===== src/rtl/salru_pkg.sv =====
// ----------------------------------------------------------------------------
// salru_pkg
// Shared types and codes of the cache tag and LRU replacement store.
// ----------------------------------------------------------------------------
`default_nettype none

package salru_pkg;

  localparam int unsigned OUTCOME_W = 3;
  localparam int unsigned WAY_OUT_W = 2;

  typedef enum logic [OUTCOME_W-1:0] {
    OUT_HIT          = 3'd0,
    OUT_MISS         = 3'd1,
    OUT_FILL_INVALID = 3'd2,
    OUT_FILL_EVICT   = 3'd3,
    OUT_FILL_PRESENT = 3'd4
  } outcome_e;

  // Decision for one access, passed from the update logic to the pipeline.
  typedef struct packed {
    outcome_e outcome;
    logic     wr_en;      // the set row is rewritten
    logic     set_valid;  // the target line becomes valid
  } upd_res_t;

endpackage

`default_nettype wire


===== src/rtl/salru_update.sv =====
// ----------------------------------------------------------------------------
// salru_update
// Tag compare, victim choice and recency update for one set.
// ----------------------------------------------------------------------------
`default_nettype none

module salru_update #(
  parameter int unsigned WAY_CNT = 4,
  parameter int unsigned WAY_W   = 2,
  parameter int unsigned TAG_W   = 21
) (
  input  wire logic                          fill_i,
  input  wire logic [TAG_W-1:0]              tag_i,
  input  wire logic [WAY_CNT-1:0]            valid_i,
  input  wire logic [WAY_CNT-1:0][TAG_W-1:0] tags_i,
  input  wire logic [WAY_CNT-1:0][WAY_W-1:0] ages_i,
  output salru_pkg::upd_res_t                res_o,
  output logic      [WAY_W-1:0]              way_o,
  output logic      [WAY_CNT-1:0][TAG_W-1:0] tags_o,
  output logic      [WAY_CNT-1:0][WAY_W-1:0] ages_o
);
  import salru_pkg::*;

  logic                          row_init;
  logic [WAY_CNT-1:0][WAY_W-1:0] cur_age;
  logic                          hit;
  logic [WAY_W-1:0]              hit_way;
  logic                          inv_any;
  logic [WAY_W-1:0]              inv_way;
  logic [WAY_W-1:0]              lru_way;
  logic [WAY_W-1:0]              target;
  logic [WAY_W-1:0]              target_age;

  // A set with no valid line has never been written, so its stored ranks
  // are not yet set; way order stands in for them.
  assign row_init = ~|valid_i;

  always_comb begin
    for (int w = 0; w < WAY_CNT; w++) begin
      cur_age[w] = row_init ? WAY_W'(w) : ages_i[w];
    end
  end

  // Descending scans so that the lowest qualifying way wins.
  always_comb begin
    hit     = 1'b0;
    hit_way = '0;
    inv_any = 1'b0;
    inv_way = '0;
    lru_way = '0;
    for (int w = WAY_CNT - 1; w >= 0; w--) begin
      if (valid_i[w] && (tags_i[w] == tag_i)) begin
        hit     = 1'b1;
        hit_way = WAY_W'(w);
      end
      if (!valid_i[w]) begin
        inv_any = 1'b1;
        inv_way = WAY_W'(w);
      end
      if (cur_age[w] == WAY_W'(WAY_CNT - 1)) begin
        lru_way = WAY_W'(w);
      end
    end
  end

  always_comb begin
    res_o.set_valid = fill_i && !hit;
    if (!fill_i) begin
      target = hit_way;
      if (hit) begin
        res_o.outcome = OUT_HIT;
        res_o.wr_en   = 1'b1;
      end else begin
        res_o.outcome = OUT_MISS;
        res_o.wr_en   = 1'b0;
      end
    end else if (hit) begin
      target        = hit_way;
      res_o.outcome = OUT_FILL_PRESENT;
      res_o.wr_en   = 1'b0;
    end else if (inv_any) begin
      target        = inv_way;
      res_o.outcome = OUT_FILL_INVALID;
      res_o.wr_en   = 1'b1;
    end else begin
      target        = lru_way;
      res_o.outcome = OUT_FILL_EVICT;
      res_o.wr_en   = 1'b1;
    end
  end

  assign way_o      = (fill_i || hit) ? target : '0;
  assign target_age = cur_age[target];

  // The target becomes most recent; every younger line ages by one.
  always_comb begin
    for (int w = 0; w < WAY_CNT; w++) begin
      if (WAY_W'(w) == target) begin
        ages_o[w] = '0;
      end else if (cur_age[w] < target_age) begin
        ages_o[w] = cur_age[w] + 1'b1;
      end else begin
        ages_o[w] = cur_age[w];
      end
      tags_o[w] = (fill_i && (WAY_W'(w) == target)) ? tag_i : tags_i[w];
    end
  end

endmodule

`default_nettype wire


===== config.mk =====
export PLATFORM = sky130hd
export DESIGN_NAME = salru_update
export DESIGN_NICKNAME = d
export VERILOG_FILES = /design/src/rtl/salru_pkg.sv /design/src/rtl/salru_update.sv
export SDC_FILE = /design/constraint.sdc
export NUM_CORES = 1
export LEC_CHECK = 0
export BUFFER_PORTS_ARGS = -buffer_cell sky130_fd_sc_hd__buf_2
export CORE_ASPECT_RATIO = 0.9
export CORE_MARGIN = 4
export CORE_UTILIZATION = 35
export DETAILED_ROUTE_END_ITERATION = 12
export GPL_ROUTABILITY_DRIVEN = 0
export MAX_ROUTING_LAYER = met4
export PLACE_DENSITY = 0.76
export SLEW_MARGIN = 20
export SYNTH_ARGS = -nofsm -noshare
export SYNTH_HDL_FRONTEND = slang
export SYNTH_SLANG_ARGS = --single-unit

===== constraint.sdc =====
create_clock -name vclk -period 3.7
set_input_delay 0.37 -clock vclk [all_inputs]
set_output_delay 0.37 -clock vclk [all_outputs]
set_load 0.05 [all_outputs]

# After elaboration in Yosys (flattened, before gate mapping)

Index checks and enable logic that the tools add are counted.

Register bits: 0
Input port bits: 118
Output and inout bits: 99
Word-level logic and storage cells: 79

$add $sub $neg: 4
$lt $le $gt $ge: 5
Eq/ne operators: 11
Muxes and demuxes: 46
Reduce and logical (&&, ||, !) cells: 13

Operator list:

| cell                                                                 | number |
|---|---|
| 21-bit equality test                                                 | 4 |
| 21-bit two-way mux                                                   | 4 |
| 2-bit two-way mux                                                    | 31 |
| 1-bit logical AND                                                    | 9 |
| 2-bit by 1-bit adder with 2-bit output, second input constant        | 4 |
| 2-bit equality test, second input constant                           | 4 |
| 2-bit < comparator                                                   | 4 |
| 1-bit two-way mux                                                    | 8 |
| 4-bit two-way mux                                                    | 2 |
| 2-bit binary-select mux with 2-bit select                            | 1 |
| 2-bit equality test, first input constant                            | 2 |
| 4-bit OR reduction                                                   | 1 |
| 2-bit by 3-bit < comparator with 1-bit output, second input constant | 1 |
| 1-bit by 2-bit equality test with 1-bit output, first input constant | 1 |
| 2-bit zero test                                                      | 1 |
| 1-bit zero test                                                      | 1 |
| 1-bit logical OR                                                     | 1 |

# Logic depth before layout (Yosys ltp)

Depth after elaboration: 15
Gate-level depth with buffers: 20
Gate-level depth less buffers: 19

# Worst setup path after synthesis

Ideal clock, no wire load.

Kind: input -> output
Start point: in valid_i[1]
End point: out ages_o[0] in the netlist's numbering
Data arrival time: 4,348 ps
Data required time: 3,330 ps
Path slack: -1,018 ps
Cell stages on the path: 17
Buffers on the path: 1
Cell sequence: or4_1 > clkbuf_1 > nand2_1 > inv_1 > ha_1 > inv_1 > a21oi_1 > o21ai_0 > a41oi_1 > a21o_1 > a21oi_4 > mux2i_1 > mux2_2 > ha_1 > a41oi_1 > nor2_1 > nor3_1

RTL lines:

| item            | line               | source |
|---|---|---|
| start, declared | salru_update.sv:14 | `input wire logic [WAY_CNT-1:0] valid_i,` |
| end, declared   | salru_update.sv:20 | `output logic [WAY_CNT-1:0][WAY_W-1:0] ages_o` |

==> run summary <==
Run status: complete, but fails checks
Failing checks: negative setup slack
Hold Path Class: in2out
Number of I/O port buffers: 217
Sw frac: 57.7%
Drt pass-1 iters: 5
Cell internal pwr: 0.000518 W
Slew Limit Fails: 0
Clkbuf count: 0
Final core area utilization: 68.8%
Minimum clock period: 4.34 ns
Routed Antenna Nets: 0
Fin nets: 805
Seq cells: 0
Setup violators final: 92
Worst Setup End Kind: output port
Max Cap Viol: 0
Multi-input logic area: 0.00317 sq mm
Clock network power share: 0%
VDD IR max: 0.000156 V
GRT overflow: 0
WP data required: 3.33 ns
Die Wd: 107 microns
Rows: 32
Arrival time worst endpoint: 3.97 ns
Seq/Total Area, Yosys: 0%
Initial antenna violation count: 0
Vias in the first global route: 4,497
Psw: 0.000706 W
Max Freq: 0.230 GHz
Largest net degree at the start of global routing: 22
Crit. Startpoint: valid_i[3]
Startpoint types: input pin
Worst setup margin: -0.639 ns
Filler cells: 633
Die area: 0.0105 sq mm
RSZ-0062 raised after global routing: true
Layout cell share with drive strength beyond 1: 68.8%
DRT iter0 DRCs: 273
DP HPWL: 13,000 microns
Routed WL: 17,400 microns
CP max FO: 8
Core footprint: 0.00861 sq mm
GRT Total Usage: 29.0%
Syn Inst Count: 372
Net Count, Synth: 501
Cell leakage power: 2.73 nW
Critical setup path kind: in2out
Synthesized area: 0.00311 sq mm
Seq pwr share: 0%
Placed inst area: 0.00512 sq mm
Slew @ Worst Pin: 0.576 ns
Initial Util: 36.1%
Syn avg cell area: 8.36 sq um
First-pass GRT wire length: 23,800 microns
Tcrit/Tclk final: 117%
Via count: 4,522
Distinct cells, synth: 46
FF/Latch Area: 0 sq um
Max_slew headroom: 61.3%
Die height: 97.4 microns
Area Growth Syn to Fin: 90.5%
Power Dens Cells: 206 mW/mm^2
Wirelength per Cell: 21.9 microns
Logic gate share of total power: 100.0%
Post-Layout Inst Area: 0.00592 sq mm
Hold wc startpoint: tags_i[33]
Drt drc: 0
Number of diodes: 0
YS warnings: 0
DR vias/cell: 5.70
Hold Fails Final Rpt: 0
I/O pins: 217
path summary, 6_finish.rpt:
| path | cells past startpoint | slack, ns | to |
|---|---|---|---|
| worst max-delay path | 18 | -0.64 | ages_o[7] |
| worst min-delay path | 3 | 1.13 | tags_o[33] |
synth_stat cells, types with 2 or more instances:
| cell | number | area [sq um] |
|---|---|---|
| mux2i_1 | 5 | 50.1 |
| a21oi_1 | 9 | 45.0 |
| and3_1 | 3 | 18.8 |
| nand2_1 | 18 | 67.6 |
| and2_1 | 4 | 25.0 |
| and4_1 | 2 | 17.5 |
| nand2b_1 | 3 | 18.8 |
| a31oi_1 | 3 | 18.8 |
| buf_2 | 15 | 75.1 |
| nor3_1 | 4 | 20.0 |
| xnor2_2 | 7 | 114 |
| inv_1 | 10 | 37.5 |
| buf_6 | 9 | 101 |
| mux2_2 | 71 | 800 |
| a41oi_1 | 2 | 17.5 |
| xor2_1 | 14 | 123 |
| buf_4 | 6 | 45.0 |
| mux2_1 | 15 | 169 |
| ha_1 | 11 | 138 |
| nor4b_1 | 3 | 26.3 |
| nand3_1 | 4 | 20.0 |
| xnor2_1 | 64 | 561 |
| nand4_1 | 35 | 219 |
| a21o_1 | 4 | 30.0 |
| or2_1 | 2 | 12.5 |
| clkbuf_8 | 2 | 27.5 |
| nor2_1 | 14 | 52.6 |
| nor4_1 | 10 | 62.6 |
| o21ai_0 | 5 | 25.0 |
| a21oi_4 | 2 | 32.5 |
through the flow:
stage	setup WS [ns]	hold slack, ns	cells	TNS, ns	power, W
after global placement	-0.401	1.19	772	-2.69	0.00101
after detailed placement	-0.515	1.20	772	-4.66	0.00103
final	-0.639	1.13	793	-22.62	0.00122
after floorplan	-0.295	1.04	372	-1.71	0.000693
after CTS	-0.411	1.18	777	-5.19	0.00109
after global routing	-0.738	1.14	793	-28.42	0.00127
layout make-up:
type / instances / area share (%)
inverter: 10 / 0.634
timing repair buffer: 335 / 43.3
tap: 119 / 2.51
multi-input combinational: 329 / 53.5
power by group through the flow:
stage	clock network [W]	registers [W]	logic [W]
floorplan	0	0	0.000693
global placement	0	0	0.00101
detailed placement	0	0	0.00103
CTS	0	0	0.00109
global route	0	0	0.00127
finish	0	0	0.00122
logic make-up (layout without fill, tap and decap cells):
| logic type | Yosys count | after routing | share of synthesized area [%] |
|---|---|---|---|
| AOI/OAI and AO/OA | 30 | 30 | 6.80 |
| xor gates and xnor gates | 85 | 85 | 25.6 |
| adders and majority gates | 11 | 11 | 4.43 |
| buffers and inverters | 43 | 345 | 9.34 |
| muxes | 91 | 91 | 32.8 |
| and+or+nand+nor | 112 | 112 | 21.0 |
placed cells by master, fill, tap and decap left out, drive strengths merged, types with 4 or more instances in the layout:
cell type,instances
xnor2,71
buf,330
nor4,11
inv,10
and2,4
mux2,86
nand2,19
a21o,4
xor2,14
and3,4
mux2i,5
nand4,35
a21oi,12
nor3,4
ha,11
nor2,14
clkbuf,5
nand3,4
o21ai,5
timing repair:
| action | CTS | global route |
|---|---|---|
| cloned | 0 | 8 |
| hold buffers | 0 | 0 |
| endpoints found under the setup margin | 53 | 92 |
| buffers inserted | 5 | 8 |
| pin swaps | 3 | 7 |
| resized for setup | 30 | 174 |
worst max-delay path, cell delays in order:
cell and delay (ns):
buf_6 0.09, or4_4 0.63, nand2b_1 0.15, ha_2 0.23
a21oi_4 0.07, o21ai_2 0.16, a41oi_2 0.13, a21o_1 0.23
a21oi_4 0.24, mux2i_2 0.29, mux2_4 0.25, ha_4 0.22
inv_1 0.10, nor2_2 0.05, a31oi_4 0.24, mux2i_2 0.29
nor2_4 0.06, buf_6 0.15
layer usage:
metal,up-vias,GRT usage [%],routed length (microns)
met5,-,-,0
met4,0,6.21,711
met3,75,2.13,1680
met2,351,51.4,8230
met1,2129,36.0,6770
li1,1967,-,-
No activity file was read; power rests on OpenSTA's default activity.
